**src/hdl/wscrp_pkg.sv**
```systemverilog
// Shared types, constants and helper functions for the WebSocket client receive parser.
// No dependencies; every other file of the block uses this package by scoped names.
package wscrp_pkg;

  localparam int unsigned LengthBitsDefault = 64;
  localparam int unsigned FrameLenW = 64;
  localparam int unsigned StatusLen = 12;

  localparam logic [2:0] KindAccept  = 3'd0;
  localparam logic [2:0] KindReject  = 3'd1;
  localparam logic [2:0] KindMessage = 3'd2;
  localparam logic [2:0] KindPing    = 3'd3;
  localparam logic [2:0] KindClose   = 3'd4;
  localparam logic [2:0] ClassSkip   = 3'd7;

  localparam logic [3:0] OpContinue = 4'h0;
  localparam logic [3:0] OpText     = 4'h1;
  localparam logic [3:0] OpClose    = 4'h8;
  localparam logic [3:0] OpPing     = 4'h9;

  localparam logic [7:0] CharCr = 8'h0D;
  localparam logic [7:0] CharLf = 8'h0A;
  localparam logic [6:0] Len16Code = 7'd126;
  localparam logic [6:0] Len64Code = 7'd127;

  localparam logic CmdByte    = 1'b0;
  localparam logic CmdConnect = 1'b1;

  typedef struct packed {
    logic       command;
    logic [7:0] data_byte;
  } in_item_t;

  typedef struct packed {
    logic [2:0]           kind;
    logic [7:0]           payload_byte;
    logic                 last;
    logic                 empty_res;
    logic [FrameLenW-1:0] frame_length;
  } out_item_t;

  function automatic logic [7:0] status_char(logic [3:0] idx);
    logic [7:0] c;
    case (idx)
      4'd0:    c = 8'h48;
      4'd1:    c = 8'h54;
      4'd2:    c = 8'h54;
      4'd3:    c = 8'h50;
      4'd4:    c = 8'h2F;
      4'd5:    c = 8'h31;
      4'd6:    c = 8'h2E;
      4'd7:    c = 8'h31;
      4'd8:    c = 8'h20;
      4'd9:    c = 8'h31;
      4'd10:   c = 8'h30;
      4'd11:   c = 8'h31;
      default: c = 8'h00;
    endcase
    return c;
  endfunction

  function automatic logic [2:0] frame_class(logic [3:0] opcode, logic fin);
    logic [2:0] cls;
    if (opcode == OpClose) begin
      cls = KindClose;
    end else if (opcode == OpPing) begin
      cls = KindPing;
    end else if ((opcode == OpText || opcode == OpContinue) && fin) begin
      cls = KindMessage;
    end else begin
      cls = ClassSkip;
    end
    return cls;
  endfunction

endpackage

```
**src/hdl/wscrp_core.sv**
```systemverilog
// Parser state and single-pass next-state and result logic for one received byte.
// Depends on wscrp_pkg for item types, opcodes, result kinds and the status text.
module wscrp_core #(
  parameter int unsigned LENGTH_BITS = wscrp_pkg::LengthBitsDefault
) (
  input  logic                 clk_i,
  input  logic                 rst_ni,
  input  logic                 step_i,
  input  wscrp_pkg::in_item_t  item_i,
  output logic                 res_valid_o,
  output wscrp_pkg::out_item_t res_o
);

  localparam logic [2:0] PhHandshake = 3'd0;
  localparam logic [2:0] PhHead0     = 3'd1;
  localparam logic [2:0] PhHead1     = 3'd2;
  localparam logic [2:0] PhExtLen    = 3'd3;
  localparam logic [2:0] PhMaskKey   = 3'd4;
  localparam logic [2:0] PhPayload   = 3'd5;
  localparam logic [2:0] PhStopped   = 3'd6;

  logic [2:0]             phase_q, phase_d;
  logic [1:0]             crlf_q, crlf_d;
  logic [3:0]             status_idx_q, status_idx_d;
  logic                   status_ok_q, status_ok_d;
  logic [3:0]             opcode_q, opcode_d;
  logic                   fin_q, fin_d;
  logic                   masked_q, masked_d;
  logic [2:0]             len_left_q, len_left_d;
  logic [LENGTH_BITS-1:0] len_q, len_d;
  logic [LENGTH_BITS-1:0] count_q, count_d;
  logic [3:0][7:0]        key_q, key_d;
  logic [1:0]             mask_idx_q, mask_idx_d;

  always_comb begin
    logic [7:0]             b;
    logic [7:0]             pb;
    logic [2:0]             cls;
    logic                   hdr_done;
    logic                   is_last;
    logic [LENGTH_BITS-1:0] count_inc;

    b = item_i.data_byte;
    cls = wscrp_pkg::frame_class(opcode_q, fin_q);
    hdr_done = 1'b0;
    pb = masked_q ? (b ^ key_q[mask_idx_q]) : b;
    count_inc = count_q + LENGTH_BITS'(1);
    is_last = (count_inc >= len_q);

    phase_d = phase_q;
    crlf_d = crlf_q;
    status_idx_d = status_idx_q;
    status_ok_d = status_ok_q;
    opcode_d = opcode_q;
    fin_d = fin_q;
    masked_d = masked_q;
    len_left_d = len_left_q;
    len_d = len_q;
    count_d = count_q;
    key_d = key_q;
    mask_idx_d = mask_idx_q;
    res_valid_o = 1'b0;
    res_o = '0;

    if (step_i) begin
      if (item_i.command == wscrp_pkg::CmdConnect) begin
        phase_d = PhHandshake;
        crlf_d = '0;
        status_idx_d = '0;
        status_ok_d = 1'b1;
        opcode_d = '0;
        fin_d = 1'b0;
        masked_d = 1'b0;
        len_left_d = '0;
        len_d = '0;
        count_d = '0;
        key_d = '0;
        mask_idx_d = '0;
      end else begin
        case (phase_q)
          PhHandshake: begin
            if (status_idx_q < 4'(wscrp_pkg::StatusLen)) begin
              if (b != wscrp_pkg::status_char(status_idx_q)) begin
                status_ok_d = 1'b0;
              end
              status_idx_d = status_idx_q + 4'd1;
            end
            if (b == wscrp_pkg::CharCr) begin
              crlf_d = (crlf_q == 2'd2) ? 2'd3 : 2'd1;
            end else if (b == wscrp_pkg::CharLf && crlf_q == 2'd1) begin
              crlf_d = 2'd2;
            end else if (b == wscrp_pkg::CharLf && crlf_q == 2'd3) begin
              crlf_d = '0;
              res_valid_o = 1'b1;
              res_o.last = 1'b1;
              if (status_ok_d && status_idx_d >= 4'(wscrp_pkg::StatusLen)) begin
                phase_d = PhHead0;
                res_o.kind = wscrp_pkg::KindAccept;
              end else begin
                phase_d = PhStopped;
                res_o.kind = wscrp_pkg::KindReject;
              end
            end else begin
              crlf_d = '0;
            end
          end
          PhHead0: begin
            opcode_d = b[3:0];
            fin_d = b[7];
            phase_d = PhHead1;
          end
          PhHead1: begin
            masked_d = b[7];
            len_d = '0;
            mask_idx_d = '0;
            if (b[6:0] == wscrp_pkg::Len16Code || b[6:0] == wscrp_pkg::Len64Code) begin
              len_left_d = (b[6:0] == wscrp_pkg::Len16Code) ? 3'd1 : 3'd7;
              phase_d = PhExtLen;
            end else begin
              len_d = LENGTH_BITS'(b[6:0]);
              if (b[7]) begin
                phase_d = PhMaskKey;
              end else begin
                hdr_done = 1'b1;
              end
            end
          end
          PhExtLen: begin
            if (|len_q[LENGTH_BITS-1 -: 8]) begin
              len_d = '1;
            end else begin
              len_d = {len_q[LENGTH_BITS-9:0], b};
            end
            if (len_left_q != 3'd0) begin
              len_left_d = len_left_q - 3'd1;
            end else if (masked_q) begin
              phase_d = PhMaskKey;
              mask_idx_d = '0;
            end else begin
              hdr_done = 1'b1;
            end
          end
          PhMaskKey: begin
            key_d[mask_idx_q] = b;
            mask_idx_d = mask_idx_q + 2'd1;
            if (mask_idx_d == 2'd0) begin
              hdr_done = 1'b1;
            end
          end
          PhPayload: begin
            mask_idx_d = mask_idx_q + 2'd1;
            count_d = is_last ? '0 : count_inc;
            if (is_last) begin
              phase_d = (cls == wscrp_pkg::KindClose) ? PhStopped : PhHead0;
            end
            if (cls == wscrp_pkg::KindClose) begin
              if (is_last) begin
                res_valid_o = 1'b1;
                res_o.kind = wscrp_pkg::KindClose;
                res_o.last = 1'b1;
                res_o.frame_length = wscrp_pkg::FrameLenW'(len_q);
              end
            end else if (cls != wscrp_pkg::ClassSkip) begin
              res_valid_o = 1'b1;
              res_o.kind = cls;
              res_o.payload_byte = pb;
              res_o.last = is_last;
              res_o.frame_length = wscrp_pkg::FrameLenW'(len_q);
            end
          end
          default: begin
          end
        endcase

        if (hdr_done) begin
          count_d = '0;
          mask_idx_d = '0;
          if (len_d != '0) begin
            phase_d = PhPayload;
          end else begin
            phase_d = (cls == wscrp_pkg::KindClose) ? PhStopped : PhHead0;
            if (cls != wscrp_pkg::ClassSkip) begin
              res_valid_o = 1'b1;
              res_o.kind = cls;
              res_o.last = 1'b1;
              res_o.empty_res = 1'b1;
            end
          end
        end
      end
    end
  end

  always_ff @(posedge clk_i or negedge rst_ni) begin
    if (!rst_ni) begin
      phase_q <= PhHandshake;
      crlf_q <= '0;
      status_idx_q <= '0;
      status_ok_q <= 1'b1;
      opcode_q <= '0;
      fin_q <= 1'b0;
      masked_q <= 1'b0;
      len_left_q <= '0;
      len_q <= '0;
      count_q <= '0;
      key_q <= '0;
      mask_idx_q <= '0;
    end else begin
      phase_q <= phase_d;
      crlf_q <= crlf_d;
      status_idx_q <= status_idx_d;
      status_ok_q <= status_ok_d;
      opcode_q <= opcode_d;
      fin_q <= fin_d;
      masked_q <= masked_d;
      len_left_q <= len_left_d;
      len_q <= len_d;
      count_q <= count_d;
      key_q <= key_d;
      mask_idx_q <= mask_idx_d;
    end
  end

endmodule

```
**src/hdl/websocket_client_receive_parser.sv**
```systemverilog
// WebSocket client receive parser, top level: input register, parser core, result register.
// Depends on wscrp_pkg and wscrp_core.
//
// The input channel (in_valid_i, in_ready_o, in_item_i) carries one transaction per
// received byte, or a connection-start command that returns the parser to the HTTP
// handshake phase without a result. The output channel (out_valid_o, out_ready_i,
// out_item_o) carries at most one result per input transaction: handshake accepted
// or rejected, an unmasked message or ping byte, or a close indication.
// An accepted transaction is held in the input register while the parser core
// updates its state; its result, if any, is then loaded into the result register.
// One transaction is taken per cycle while the receiver does not stall, limited
// only by the single pass through the core between the two registers. When the
// receiver stalls, the result register holds, the core stops, and the input
// register absorbs one more transaction before in_ready_o drops. Reset empties
// both registers and puts the parser in the handshake phase with all frame state
// cleared.
module websocket_client_receive_parser #(
  parameter int unsigned LENGTH_BITS = wscrp_pkg::LengthBitsDefault
) (
  input  logic                 clk_i,
  input  logic                 rst_ni,
  input  logic                 in_valid_i,
  output logic                 in_ready_o,
  input  wscrp_pkg::in_item_t  in_item_i,
  output logic                 out_valid_o,
  input  logic                 out_ready_i,
  output wscrp_pkg::out_item_t out_item_o
);

  logic                 in_valid_q, in_valid_d;
  wscrp_pkg::in_item_t  in_item_q;
  logic                 out_valid_q, out_valid_d;
  wscrp_pkg::out_item_t out_item_q;
  logic                 advance;
  logic                 step;
  logic                 res_valid;
  wscrp_pkg::out_item_t res;

  assign advance = !out_valid_q || out_ready_i;
  assign in_ready_o = !in_valid_q || advance;
  assign step = in_valid_q && advance;
  assign in_valid_d = in_ready_o ? in_valid_i : in_valid_q;
  assign out_valid_d = advance ? (step && res_valid) : out_valid_q;

  wscrp_core #(
    .LENGTH_BITS(LENGTH_BITS)
  ) u_core (
    .clk_i      (clk_i),
    .rst_ni     (rst_ni),
    .step_i     (step),
    .item_i     (in_item_q),
    .res_valid_o(res_valid),
    .res_o      (res)
  );

  always_ff @(posedge clk_i or negedge rst_ni) begin
    if (!rst_ni) begin
      in_valid_q <= 1'b0;
      out_valid_q <= 1'b0;
    end else begin
      in_valid_q <= in_valid_d;
      out_valid_q <= out_valid_d;
    end
  end

  always_ff @(posedge clk_i) begin
    if (in_valid_i && in_ready_o) begin
      in_item_q <= in_item_i;
    end
    if (step && res_valid) begin
      out_item_q <= res;
    end
  end

  assign out_valid_o = out_valid_q;
  assign out_item_o = out_item_q;

`ifndef SYNTH
  assert property (@(posedge clk_i) disable iff (!rst_ni)
    out_valid_o && !out_ready_i && in_valid_q |=> in_valid_q)
    else $error("Input register advanced while the result register was stalled.");

  assert property (@(posedge clk_i) disable iff (!rst_ni)
    out_valid_o && (out_item_o.kind == wscrp_pkg::KindAccept ||
                    out_item_o.kind == wscrp_pkg::KindReject)
    |-> out_item_o.last && !out_item_o.empty_res && out_item_o.frame_length == '0)
    else $error("Handshake result carries frame fields.");

  assert property (@(posedge clk_i) disable iff (!rst_ni)
    out_valid_o && out_item_o.empty_res
    |-> out_item_o.last && out_item_o.payload_byte == 8'h00 &&
        out_item_o.frame_length == '0)
    else $error("Empty-frame result is malformed.");

  assert property (@(posedge clk_i) disable iff (!rst_ni)
    step && in_item_q.command == wscrp_pkg::CmdConnect |-> !res_valid)
    else $error("Connection start produced a result.");
`endif

endmodule
```
**config.mk**
```make
export PLATFORM = sky130hd
export DESIGN_NAME = websocket_client_receive_parser
export DESIGN_NICKNAME = d
export VERILOG_FILES = /design/src/hdl/wscrp_pkg.sv /design/src/hdl/wscrp_core.sv /design/src/hdl/websocket_client_receive_parser.sv
export SDC_FILE = /design/constraint.sdc
export NUM_CORES = 1
export LEC_CHECK = 0
export ABC_AREA = 1
export BUFFER_PORTS_ARGS = -buffer_cell sky130_fd_sc_hd__buf_2
export CAP_MARGIN = 5
export CORE_MARGIN = 5
export CORE_UTILIZATION = 54
export CTS_CLUSTER_SIZE = 40
export DETAILED_ROUTE_END_ITERATION = 10
export GPL_ROUTABILITY_DRIVEN = 1
export PLACE_DENSITY = 0.82
export SYNTH_ARGS = -nofsm -noshare
export SYNTH_HDL_FRONTEND = slang
export SYNTH_SLANG_ARGS = --single-unit
export TNS_END_PERCENT = 50
```
**constraint.sdc**
```tcl
create_clock -name clk_i -period 5.2 [get_ports clk_i]
set_clock_uncertainty 0.15 [all_clocks]
set_input_delay 0.52 -clock clk_i [delete_from_list [all_inputs] [get_ports clk_i]]
set_output_delay 0.52 -clock clk_i [all_outputs]
set_load 0.02 [all_outputs]
```
* Word-level counts from Yosys, hierarchy flattened
Memories as Yosys holds them, arrays and structs flattened.
Index checks and enable logic that the tools add are counted.
** Cells by class
- Add/subtract/negate cells :: 4
- Multiply operators :: 0
- Divide/modulo/power cells :: 0
- Order comparisons :: 5
- Eq/ne operators :: 27
- Shifts and indexed selects :: 0
- Multiplexer cells :: 112
- Bitwise operators :: 5
- Reductions and logical operators :: 41
** Operator list (count)
- 64-bit 2-to-1 mux :: 11
- 64-bit one-hot mux with 2 select lines :: 1
- 3-bit 2-to-1 mux :: 28
- 64-bit by 1-bit adder with 64-bit output, second input constant :: 1
- 64-bit greater-or-equal comparator :: 1
- 32-bit 2-to-1 mux :: 2
- 64-bit nonzero test :: 1
- 8-bit 2-to-1 mux :: 7
- 32-bit bitwise mux :: 1
- 4-bit 2-to-1 mux :: 8
- 1-bit 2-to-1 mux :: 31
- 2-bit 2-to-1 mux :: 12
- 8-bit binary-select mux with 2-bit select :: 1
- 8-bit demux with 2-bit select :: 1
- 8-bit by 4-bit == test with 1-bit output, second input constant :: 2
- 3-bit one-hot mux with 5 select lines :: 1
- 7-bit == test, second input constant :: 2
- 12-bit 2-to-1 mux :: 1
- 4-bit by 2-bit != test with 1-bit output, second input constant :: 3
- 4-bit != test, second input constant :: 3
- 3-bit one-hot mux with 2 select lines :: 2
- 2-bit AND reduction :: 5
- 3-bit == test, second input constant :: 3
- 9-bit AND reduction :: 1
- 39 further kinds :: 65
** Word-level totals
- Bits in registers :: 269
- Bits in latches :: 0
- Bits in writable memories :: 0
- Memory bits (read-only) :: 112
- Bits of input ports :: 13
- Output and inout port bits :: 79
- Word-level logic and storage cells :: 219
- Memories :: 1
** Memory list
- (name not given) :: depth 16, width 7, read ports 1, clocked after memory_dff 0, write ports 0, RTL line wscrp_pkg.sv:44 : case (idx)

* Depth between registers and ports, before layout
Gate-level depths: netlist of the first run.
- Depth after elaboration :: 20
- Depth in mapped cells :: 27
- Depth with buffers taken out :: 26

* Modules after synthesis
From an unflattened synthesis of the first run, not the netlist that was laid out.
** Second synthesis, totals
- Cells, all modules :: 2147
- Area, all modules :: 16285.6 um^2
** Modules (own cells, without submodules)
- wscrp_core :: times used 1, cells each 2046, area each 13596.8 um^2, sequential area each 4530.6 um^2
- websocket_client_receive_parser :: times used 1, cells each 101, area each 2688.8 um^2, sequential area each 2632.5 um^2

* Least setup slack after synthesis of the first run
OpenSTA, ideal clock, no wires.
- Kind :: register to register
- Start point :: register u_core.count_q[0]
- End point :: register out_item_q, in the netlist out_item_o[0] (enable)
- Setup time :: 437 ps
- Arrival time :: 4709 ps
- Required time :: 4613 ps
- Path slack :: -96 ps
- Cell stages (with the launch flop) :: 25
- Buffers on the path :: 0
- Clock period less this slack :: 5296 ps
- Cells stage by stage :: dfrtp_1 -> ha_1 -> nand2_1 -> nor2_1 -> nand2_2 -> nor2_4 -> nand4_1 -> nor2_2 -> nand2_1 -> nor2_2 -> nand2_1 -> xor2_1 -> inv_1 -> ha_1 -> nand2_1 -> nor2_1 -> nand4_1 -> nor2_1 -> and3b_1 -> nand2_1 -> nand2_1 -> nand2_1 -> nand3b_1 -> nand2_1 -> nand2_1
** On the way
- Word-level cells in the longest chain between the ends :: 11
** Ends and longest elaborated chain
- from (decl) :: RTL line wscrp_core.sv:31 : logic [LENGTH_BITS-1:0] count_q, count_d;
- from (signal assigned) :: RTL line wscrp_core.sv:218 : count_q <= count_d;
- 64-bit by 1-bit adder with 64-bit output (*) :: RTL line wscrp_core.sv:47 : count_inc = count_q + LENGTH_BITS'(1);
- 64-bit greater-or-equal comparator (*) :: RTL line wscrp_core.sv:48 : is_last = (count_inc >= len_q);
- 1-bit 2-to-1 mux (*) :: RTL line wscrp_core.sv:157 : if (is_last) begin
- 1-bit 2-to-1 mux (*) :: RTL line wscrp_core.sv:156 : if (cls == wscrp_pkg::KindClose) begin
- 1-bit one-hot mux with 2 select lines (*) :: RTL line wscrp_core.sv:80 : case (phase_q)
- 1-bit 2-to-1 mux :: RTL line wscrp_core.sv:182 : if (cls != wscrp_pkg::ClassSkip) begin
- 1-bit 2-to-1 mux :: RTL line wscrp_core.sv:178 : if (len_d != '0) begin
- 1-bit 2-to-1 mux (*) :: RTL line wscrp_core.sv:175 : if (hdr_done) begin
- 1-bit 2-to-1 mux (*) :: RTL line wscrp_core.sv:66 : if (item_i.command == wscrp_pkg::CmdConnect) begin
- 1-bit 2-to-1 mux (*) :: RTL line wscrp_core.sv:65 : if (step_i) begin
- 1-bit logical AND (*) :: RTL line websocket_client_receive_parser.sv:70 : if (step && res_valid) begin
- to (signal assigned) :: RTL line websocket_client_receive_parser.sv:71 : out_item_q <= res;
- to (decl) :: RTL line websocket_client_receive_parser.sv:33 : wscrp_pkg::out_item_t out_item_q;
Every way passes the cells marked *; elsewhere a longest branch is shown, timed or not.
A chain may end at the register's enable or synchronous reset.

* Worst setup path after layout of the first run
- Start point :: register u_core.count_q[0]
- End point :: register out_item_q, in the netlist out_item_o[58] (enable)
The elaborated chain is that of the path after synthesis.

==> results.sh, run 1 <==
export IMPL_status="finished with violations"
export IMPL_violations="DRC"
export IMPL_synth_edff_count=86
export IMPL_syn_area_sq_um=16800
export IMPL_final_cell_area_sq_um=18700
export IMPL_maxCapViolations=0
export IMPL_cts_tree="done"
export IMPL_cp_depth=25
export IMPL_grt_pass1_vias=14955
export IMPL_drv_slew=0
export IMPL_end_kind="flip-flop"
export IMPL_clk_path_buf_depth=3
export IMPL_yosys_warnings=0
export IMPL_first_pass_iters=11
export IMPL_grt_pass1_wl_um=77900
export IMPL_die_w_um=187
export IMPL_power_mw=5.86
export IMPL_rsz0062_at_grt="no"
export IMPL_core_sq_um=30700
export IMPL_final_setup_tns_ns=0
export IMPL_syn_inst=2187
export IMPL_synth_seq_area_share=0.426
export IMPL_io_pins=92
export IMPL_antenna_found_initial=0
export IMPL_start_util=0.549
export IMPL_root_buffer="clkbuf_16"
export IMPL_r2r_start="u_core.count_q[0]"
export IMPL_vdd_ir_drop_max_uv=249
export IMPL_path_class="flip-flop to flip-flop"
export IMPL_die_area_sq_um=34800
export IMPL_slew_limit_headroom=0.374
export IMPL_path_clk_slew_ns=0.07
export IMPL_post_cts_setup_buffers=0
export IMPL_dp_hpwl_um=35400
export IMPL_critical_path_top_delay_family="simple AND/OR/NAND/NOR gates"
export IMPL_rows=64
export IMPL_critPathSlowestCell="dfrtp_1"
export IMPL_synth_seq_cells=269
export IMPL_worstPathMaxFanout=44
export IMPL_r2r_worst_path_cells=25
export IMPL_hold_violations=0
export IMPL_gp_congestion=1.02
export IMPL_fin_nets=2363
export IMPL_crit_buf_inv=2
export IMPL_crit_path_end="out_item_o[58]"
export IMPL_fmaxAchievable_ghz=0.212
export IMPL_fin_crit_ns=4.72
export IMPL_fillers=2599
export IMPL_place_port_buffers=91
export IMPL_leakagePower_nw=9.58
export IMPL_drt_initial_drc_count=2121
export IMPL_cp_required_ns=5.29
export IMPL_grt_max_degree=95
export IMPL_fp_dieH_um=187
export IMPL_avgSynthCellArea_sq_um=7.69
export IMPL_finish_utilization=0.610
export IMPL_reg2reg_to="out_item_o[58]"
export IMPL_clk_latency_ns=0.56
export IMPL_power_density_nw_per_um2=313
export IMPL_numCtsBuffers=29
export IMPL_synth_fp_nets=2277
export IMPL_grt_usage=0.268
export IMPL_drtAntennaViolNets=0
export IMPL_async_flop_share=0.680
export IMPL_layout_drive_gt1_share=0.114
export IMPL_drt_total_wl_um=48100
export IMPL_ff2ff_setup_slack_ns=0.48
export IMPL_wire_per_inst_um=17.9
export IMPL_vias=15481
export IMPL_diodes=0
export IMPL_vias_per_cell=5.75
export IMPL_crit_path_start="u_core.count_q[0]"
export IMPL_clock_sinks=269
export IMPL_hold_class="input pin to flip-flop"
export IMPL_syn_to_final_growth_pct=11.3
export IMPL_drc=1
export IMPL_fin_crit_sh=0.908
export IMPL_cp_start_kind="flip-flop"
export IMPL_crit_path_frequent_cell="nand2_1"
export IMPL_tightestPinTransition_ns=0.939
export IMPL_cts_htree_levels=1
export IMPL_ys_flop_type="dfrtp_1"
export IMPL_synth_cell_type_count=48
export IMPL_postPlaceCellArea_sq_um=17600
export IMPL_arrival_ns=4.82
export IMPL_max_stage_delay_ns=0.39
export IMPL_overflow=0
export IMPL_setup_viol=0
## placed cells by master, fill, tap and decap left out, drive strengths merged, types with 2 or more instances in the layout
cell	count
clkinv	13
clkbuf	34
a22oi	3
or2	2
o21ai	100
nand3b	3
inv	412
xor2	62
nor3	50
dfrtp	182
edfxtp	86
a31oi	2
clkinvlp	6
o21a	6
nor4	11
nand2	515
mux2	3
bufinv	2
nand3	118
nor2	231
buf	110
a21oi	83
nand4	37
dlygate4sd3	10
o22ai	124
a22o	4
ha	77
## power by group
group / internal (mW) / leakage (nW) / switching (mW)
registers: 2.29 / 3.37 / 0.111
logic: 0.383 / 5.76 / 0.964
clock network: 1.19 / 0.457 / 0.923
## metrics by stage
stage               worst slack, ns  std cells  hold slack (ns)
finish                        0.478       2691           0.0501
global route                  0.116       2691           0.0624
CTS                           0.410       2691           0.0383
detailed placement            0.425       2628            0.350
global placement              0.605       2628            0.320
floorplan                     0.628       2187           0.0744
## cell families (layout without fill, tap and decap cells)
logic type | Yosys count | in the layout | synth area share
xor gates and xnor gates | 63 | 63 | 0.0328
AOI/OAI and AO/OA | 327 | 327 | 0.128
adders and majority gates | 77 | 77 | 0.0573
and+or+nand+nor | 969 | 969 | 0.241
muxes | 3 | 3 | 0.00201
DFF | 269 | 269 | 0.426
buffers and inverters | 479 | 587 | 0.113
## repair_timing
item                                    CTS  global route
hold buffers                             10             0
endpoints found under the setup margin    0            44
resized for setup                         0             2
endpoints found under the hold margin   101             0
## final cells by class
class / count / area [sq um] / share of cell area
Inverter: 414 / 1550 / 0.0830
Clock buffer: 34 / 776 / 0.0414
Clock inverter: 19 / 195 / 0.0104
Tap cell: 396 / 495 / 0.0265
Timing Repair Buffer: 120 / 742 / 0.0396
Multi-Input combinational cell: 1439 / 7790 / 0.416
Sequential cell: 269 / 7160 / 0.383
## how the worst min path moves through the flow
| stage | to | depth (start not counted) | start | slack [ns] |
|---|---|---|---|---|
| after detailed placement | u_core.len_left_q[2] | 2 | u_core.len_left_q[2] | 0.35 |
| final | in_valid_q | 3 | in_valid_i | 0.05 |
| after CTS | in_valid_q | 3 | in_valid_i | 0.04 |
| after global placement | u_core.len_left_q[0] | 2 | u_core.len_left_q[0] | 0.32 |
| after floorplan | in_valid_q | 0 | rst_ni | 0.07 |
| after global routing | in_valid_q | 3 | in_valid_i | 0.06 |
## worst reg2reg max path, delay by kind of cell, from the launching register on
family	cells	cell delay [ns]
flip-flops	1	0.39
AND/OR/NAND/NOR	20	2.82
buffers and inverters	2	0.35
XOR/XNOR	1	0.22
adder cells (fa/ha/maj)	2	0.47
## synthesized netlist by cell type, drive strengths merged, types with 4 or more instances
| cell type | count | area share |
|---|---|---|
| nor2 | 231 | 0.053 |
| o21ai | 100 | 0.031 |
| edfxtp | 86 | 0.15 |
| ha | 77 | 0.057 |
| clkinv | 7 | 0.0016 |
| nand3 | 118 | 0.035 |
| nor4 | 11 | 0.0041 |
| nand4 | 37 | 0.014 |
| nand2 | 515 | 0.12 |
| a21oi | 83 | 0.025 |
| xor2 | 62 | 0.032 |
| buf | 38 | 0.014 |
| o21a | 6 | 0.0027 |
| dfrtp | 182 | 0.27 |
| inv | 407 | 0.091 |
| a22o | 4 | 0.0021 |
| nor3 | 50 | 0.016 |
| clkbuf | 27 | 0.0060 |
| o22ai | 124 | 0.063 |
## metal layers
| layer | track usage | part of all wire | vias to the layer above |
|---|---|---|---|
| li1 | - | - | 7245 |
| met1 | 0.388 | 0.42 | 7257 |
| met2 | 0.418 | 0.44 | 873 |
| met3 | 0.0362 | 0.10 | 106 |
| met4 | 0.0905 | 0.037 | 0 |
| met5 | 0 | 0 | - |
## registers in the layout (all words and copies together) (netlist names)
signal and cells:
u_core.masked_q 1, in_item_q 9, out_item_o 77, u_core.len_left_q 3
u_core.crlf_q 2, u_core.status_idx_q 4, u_core.status_ok_q 1, u_core.len_q 64
in_valid_q 1, u_core.count_q 64, u_core.key_q 32, u_core.fin_q 1
out_valid_o 1, u_core.phase_q 3, u_core.mask_idx_q 2, u_core.opcode_q 4
Power figures use the tool's default switching activity.
==> inputs of run 2 (changes only) <==
Settings changed: CORE_UTILIZATION 54 to 46, PLACE_DENSITY 0.82 to 0.72.
==> run 2 against run 1 <==
The flow now finishes without violations. Combinational power hardly changed. Worst setup slack worse by 0.12 ns. Cell count is 2.7% higher. Largest cell class unchanged. Highest routed layer unchanged. Utilization is 9.0 points lower.
==> results.sh, run 2 (synthesis gave the netlist of run 1 again) <==
export IMPL_fin_nets=2364
export IMPL_dp_hpwl_um=35300
export IMPL_place_port_buffers=91
export IMPL_io_pins=92
export IMPL_slew_limit_headroom=0.417
export IMPL_layout_drive_gt1_share=0.114
export IMPL_rsz0062_at_grt="no"
export IMPL_seq_area_sq_um=7160
export IMPL_postPlaceCellArea_sq_um=17800
export IMPL_drtAntennaViolNets=0
export IMPL_drt_initial_drc_count=1321
export IMPL_gp_congestion=0.969
export IMPL_die_area_sq_um=40500
export IMPL_whs_ns=0.0841
export IMPL_overflow=0
export IMPL_swShare=0.327
export IMPL_fillers=3398
export IMPL_cp_start_kind="flip-flop"
export IMPL_antenna_found_initial=0
export IMPL_setup_viol=0
export IMPL_clockPowerShare=0.374
export IMPL_final_common_cell="nand2_1"
export IMPL_grt_max_degree=98
export IMPL_power_density_nw_per_um2=315
export IMPL_fin_crit_ns=4.84
export IMPL_post_cts_setup_buffers=0
export IMPL_seqPwrFrac=0.402
export IMPL_mostFrequentLayoutCells="nand2_1, inv_1, nor2_1, dfrtp_1, nand3_1"
export IMPL_clk_path_buf_depth=3
export IMPL_worst_slack_ns=0.362
export IMPL_end_kind="flip-flop"
export IMPL_numCtsBuffers=29
export IMPL_hold_violations=0
export IMPL_drv_slew=0
export IMPL_multi_input_comb_area_sq_um=7790
export IMPL_drc=0
export IMPL_leakagePower_nw=9.66
export IMPL_cts_repair_resized=0
export IMPL_fmaxAchievable_ghz=0.207
export IMPL_intPower_mw=4.01
export IMPL_cts_htree_levels=1
export IMPL_vias=15016
export IMPL_root_buffer="clkbuf_16"
export IMPL_final_setup_tns_ns=0
export IMPL_worstPathMaxFanout=28
export IMPL_clk_latency_ns=0.56
export IMPL_grt_usage=0.230
export IMPL_combPwrFrac=0.225
export IMPL_final_cell_area_sq_um=18900
export IMPL_rows=70
export IMPL_syn_to_final_growth_pct=12.5
export IMPL_path_class="flip-flop to flip-flop"
export IMPL_first_pass_iters=7
export IMPL_tightestPinTransition_ns=0.875
export IMPL_vdd_ir_drop_max_uv=270
export IMPL_die_w_um=201
export IMPL_clock_sinks=269
export IMPL_largest_reg_flops=77
export IMPL_core_sq_um=36300
export IMPL_drt_total_wl_um=47600
export IMPL_grt_pass1_wl_um=76700
export IMPL_cp_required_ns=5.31
export IMPL_fin_crit_sh=0.930
export IMPL_pre_cts_ws_ns=0.416
export IMPL_switching_power_mw=1.95
export IMPL_hold_class="input pin to flip-flop"
export IMPL_wire_per_inst_um=17.2
export IMPL_start_util=0.463
export IMPL_arrival_ns=4.95
export IMPL_path_clk_slew_ns=0.07
export IMPL_grt_pass1_vias=14464
export IMPL_maxCapViolations=0
export IMPL_status="finished clean"
export IMPL_fp_dieH_um=201
export IMPL_vias_per_cell=5.43
export IMPL_diodes=0
export IMPL_finish_utilization=0.521
export IMPL_cts_tree="done"
## run 2: path summary, 6_finish.rpt
path	start	endpoint	slack (ns)	depth (start not counted)
setup / recovery	u_core.count_q[0]	out_item_o[60]	0.36	25
hold / removal	in_valid_i	in_valid_q	0.08	3
setup reg to reg	u_core.count_q[0]	out_item_o[60]	0.36	25
hold reg to reg	u_core.len_left_q[0]	u_core.len_left_q[0]	0.34	2
max in group asynchronous	rst_ni	u_core.len_q[35]	3.44	3
min in group asynchronous	rst_ni	u_core.key_q[17]	0.43	2
## run 2: final cells by class
cell class,count,area share
repair buffers,121,0.0423
well taps,468,0.0309
clock inverters,16,0.0103
clock buffers,37,0.0443
multi-input cells,1439,0.411
inverters,414,0.0821
flip-flops and latches,269,0.379
## run 2: worst max-delay path, cell delays in order (launching register included)
cell and delay, ns:
dfrtp_1 0.39, ha_1 0.20, nand2_1 0.06, nor2_1 0.27, nand2_2 0.17, nor2_4 0.19
nand4_1 0.18, nor2_2 0.18, nand2_1 0.12, nor2_2 0.17, nand2_1 0.10, xor2_1 0.23
inv_1 0.09, ha_1 0.28, nand2_1 0.06, nor2_1 0.15, nand4_1 0.09, nor2_1 0.12
and3b_1 0.18, nand2_1 0.07, nand2_1 0.23, nand2_1 0.11, nand3b_1 0.10, nand2_1 0.12
nand2_4 0.27, buf_12 0.23
## run 2: stage by stage
stage                     std cells  total power, mW
after floorplan                2187             3.39
after global placement         2701             3.71
after detailed placement       2701             3.74
after CTS                      2764             5.98
after global routing           2764             6.26
final                          2764             5.96
## run 2: power by group through the flow
| stage | Combinational (mW) | Clock, mW | Sequential [mW] |
|---|---|---|---|
| after floorplan | 0.997 | 0 | 2.40 |
| after global placement | 1.28 | 0 | 2.43 |
| after detailed placement | 1.31 | 0 | 2.43 |
| after CTS | 1.32 | 2.26 | 2.39 |
| after global routing | 1.50 | 2.35 | 2.41 |
| final | 1.34 | 2.23 | 2.40 |
## run 2: repair_timing
action | in CTS | in global routing
hold endpoints to repair | 95 | 0
setup endpoints to repair | 0 | 0
hold buffers | 10 | 0
## run 2: per-layer routing
metal | up-vias | track usage | routed length (um)
li1 | 7237 | - | -
met1 | 7054 | 0.332 | 21200
met2 | 621 | 0.359 | 20900
met3 | 104 | 0.0258 | 3640
met4 | 0 | 0.0852 | 1900
met5 | - | 0 | 0
==> inputs of run 3 (changes only) <==
==> constraint.sdc (replaced) <==
create_clock -name clk_i -period 5.2 [get_ports clk_i]
set_clock_uncertainty 0.15 [all_clocks]
set_input_delay 1.04 -clock clk_i [delete_from_list [all_inputs] [get_ports clk_i]]
set_output_delay 1.04 -clock clk_i [all_outputs]
set_load 0.02 [all_outputs]
==> run 3 against run 2 <==
Register-to-register slack improved by 0.04 ns. Largest power group unchanged. Wire length rose by 0.54%. Total power shrank 1.5%. Critical endpoint is now out_item_o[56]. Non-clock buffer count down 8. Utilization down 0.44 points.
==> results.sh, run 3 (synthesis gave the netlist of run 1 again) <==
export IMPL_status="finished clean"
export IMPL_setup_viol=0
export IMPL_drv_slew=0
export IMPL_maxCapViolations=0
export IMPL_io_pins=92
export IMPL_final_setup_tns_ns=0
export IMPL_hold_violations=0
export IMPL_crit_path_start="u_core.count_q[0]"
export IMPL_path_clk_slew_ns=0.06
export IMPL_drt_total_wl_um=47900
export IMPL_largest_reg_flops=77
export IMPL_antenna_found_initial=0
export IMPL_dp_hpwl_um=35700
export IMPL_ff2ff_setup_slack_ns=0.40
export IMPL_clock_sinks=269
export IMPL_worst_slack_ns=0.399
export IMPL_grt_pass1_vias=14535
export IMPL_fin_crit_ns=4.80
export IMPL_place_port_buffers=91
export IMPL_core_sq_um=36300
export IMPL_gp_congestion=0.999
export IMPL_r2r_start="u_core.count_q[0]"
export IMPL_rsz0062_at_grt="no"
export IMPL_die_area_sq_um=40500
export IMPL_mostFrequentLayoutCells="nand2_1, inv_1, nor2_1, dfrtp_1, nand3_1"
export IMPL_end_kind="flip-flop"
export IMPL_syn_to_final_growth_pct=11.5
export IMPL_postPlaceCellArea_sq_um=17800
export IMPL_leakagePower_nw=9.58
export IMPL_grt_max_degree=90
export IMPL_fp_dieH_um=201
export IMPL_vias_per_cell=5.44
export IMPL_numCtsBuffers=29
export IMPL_die_w_um=201
export IMPL_diodes=0
export IMPL_vias=15002
export IMPL_worstPathMaxFanout=28
export IMPL_drtAntennaViolNets=0
export IMPL_fin_nets=2356
export IMPL_start_util=0.463
export IMPL_finish_utilization=0.516
export IMPL_cp_required_ns=5.31
export IMPL_power_density_nw_per_um2=313
export IMPL_final_common_cell="nand2_1"
export IMPL_reg2reg_to="out_item_o[56]"
export IMPL_cts_htree_levels=1
export IMPL_cp_start_kind="flip-flop"
export IMPL_power_mw=5.88
export IMPL_crit_path_end="out_item_o[56]"
export IMPL_hold_class="flip-flop to flip-flop"
export IMPL_final_cell_area_sq_um=18800
export IMPL_root_buffer="clkbuf_16"
export IMPL_cts_tree="done"
export IMPL_layout_drive_gt1_share=0.116
export IMPL_drt_initial_drc_count=1520
export IMPL_vdd_ir_drop_max_uv=267
export IMPL_path_class="flip-flop to flip-flop"
export IMPL_r2r_worst_path_cells=24
export IMPL_post_cts_setup_buffers=0
export IMPL_pre_cts_ws_ns=0.366
export IMPL_fillers=3359
export IMPL_drc=0
export IMPL_arrival_ns=4.91
export IMPL_clk_latency_ns=0.56
export IMPL_grt_pass1_wl_um=77100
export IMPL_fin_crit_sh=0.923
export IMPL_grt_usage=0.231
export IMPL_tightestPinTransition_ns=0.937
export IMPL_slew_limit_headroom=0.376
export IMPL_clk_path_buf_depth=3
export IMPL_rows=70
export IMPL_wire_per_inst_um=17.4
export IMPL_first_pass_iters=6
export IMPL_overflow=0
export IMPL_fmaxAchievable_ghz=0.208
## run 3: changes by cell type in the layout (fill, tap and decap cells not counted), sizes merged
cell	before	now
clkbuf	37	30
buf	111	113
dlygate4sd3	10	0
inv	408	412
clkinvlp	2	5
## run 3: area by class of cell
cell class	instances	area [sq um]	area share
clock buffers	30	729	0.0389
clock inverters	23	249	0.0133
inverters	414	1550	0.0828
multi-input cells	1439	7790	0.415
flip-flops and latches	269	7160	0.382
well taps	468	586	0.0312
repair buffers	113	689	0.0367
## run 3: how the worst min path moves through the flow
stage	depth (start not counted)	end	slack, ns	startpoint
final	2	u_core.count_q[63]	0.37	u_core.count_q[63]
after global routing	2	u_core.len_left_q[0]	0.40	u_core.len_left_q[0]
after CTS	2	u_core.len_left_q[0]	0.37	u_core.len_left_q[0]
after detailed placement	1	u_core.opcode_q[1]	0.35	u_core.opcode_q[1]
after global placement	2	u_core.len_left_q[0]	0.32	u_core.len_left_q[0]
after floorplan	2	u_core.len_left_q[0]	0.30	u_core.len_left_q[0]
## run 3: what timing repair did
action | 4_1_cts | 5_1_grt
resized for setup | 0 | 1
endpoints found under the setup margin | 0 | 67
hold buffers | 0 | 0
## run 3: through the flow
step	instances	hold WS, ns
after floorplan	2187	0.303
after global placement	2703	0.321
after detailed placement	2703	0.347
after CTS	2756	0.370
after global routing	2756	0.398
final	2756	0.374
## run 3: critical path: stages, from the launching register on
cell      delay (ns)
dfrtp_1         0.38
ha_1            0.20
nand2_1         0.07
nor2_1          0.24
inv_1           0.13
nor2_2          0.23
nand2_1         0.12
nor2_1          0.25
nand3_1         0.17
nor2_1          0.21
nand2_1         0.09
xor2_1          0.17
ha_1            0.29
nand2_1         0.06
nor2_1          0.12
nand4_1         0.11
nor2_1          0.18
and3b_1         0.21
nand2_1         0.08
nand2_1         0.22
nand2_1         0.12
nand3b_1        0.10
nand2_1         0.12
nand2_4         0.25
buf_12          0.23
## run 3: report_power, final
part           switching, mW  internal, mW  leakage [nW]
sequential             0.110          2.29          3.37
combinational          0.952         0.383          5.74
clock                  0.913          1.23         0.471
total                   1.98          3.90          9.58
## run 3: per-layer routing
metal / vias up / track usage / routed length (um)
met1: 7016 / 0.336 / 21100
met3: 96 / 0.0366 / 4220
met5: - / 0 / 0
li1: 7236 / - / -
met4: 0 / 0.0867 / 1830
met2: 654 / 0.351 / 20700
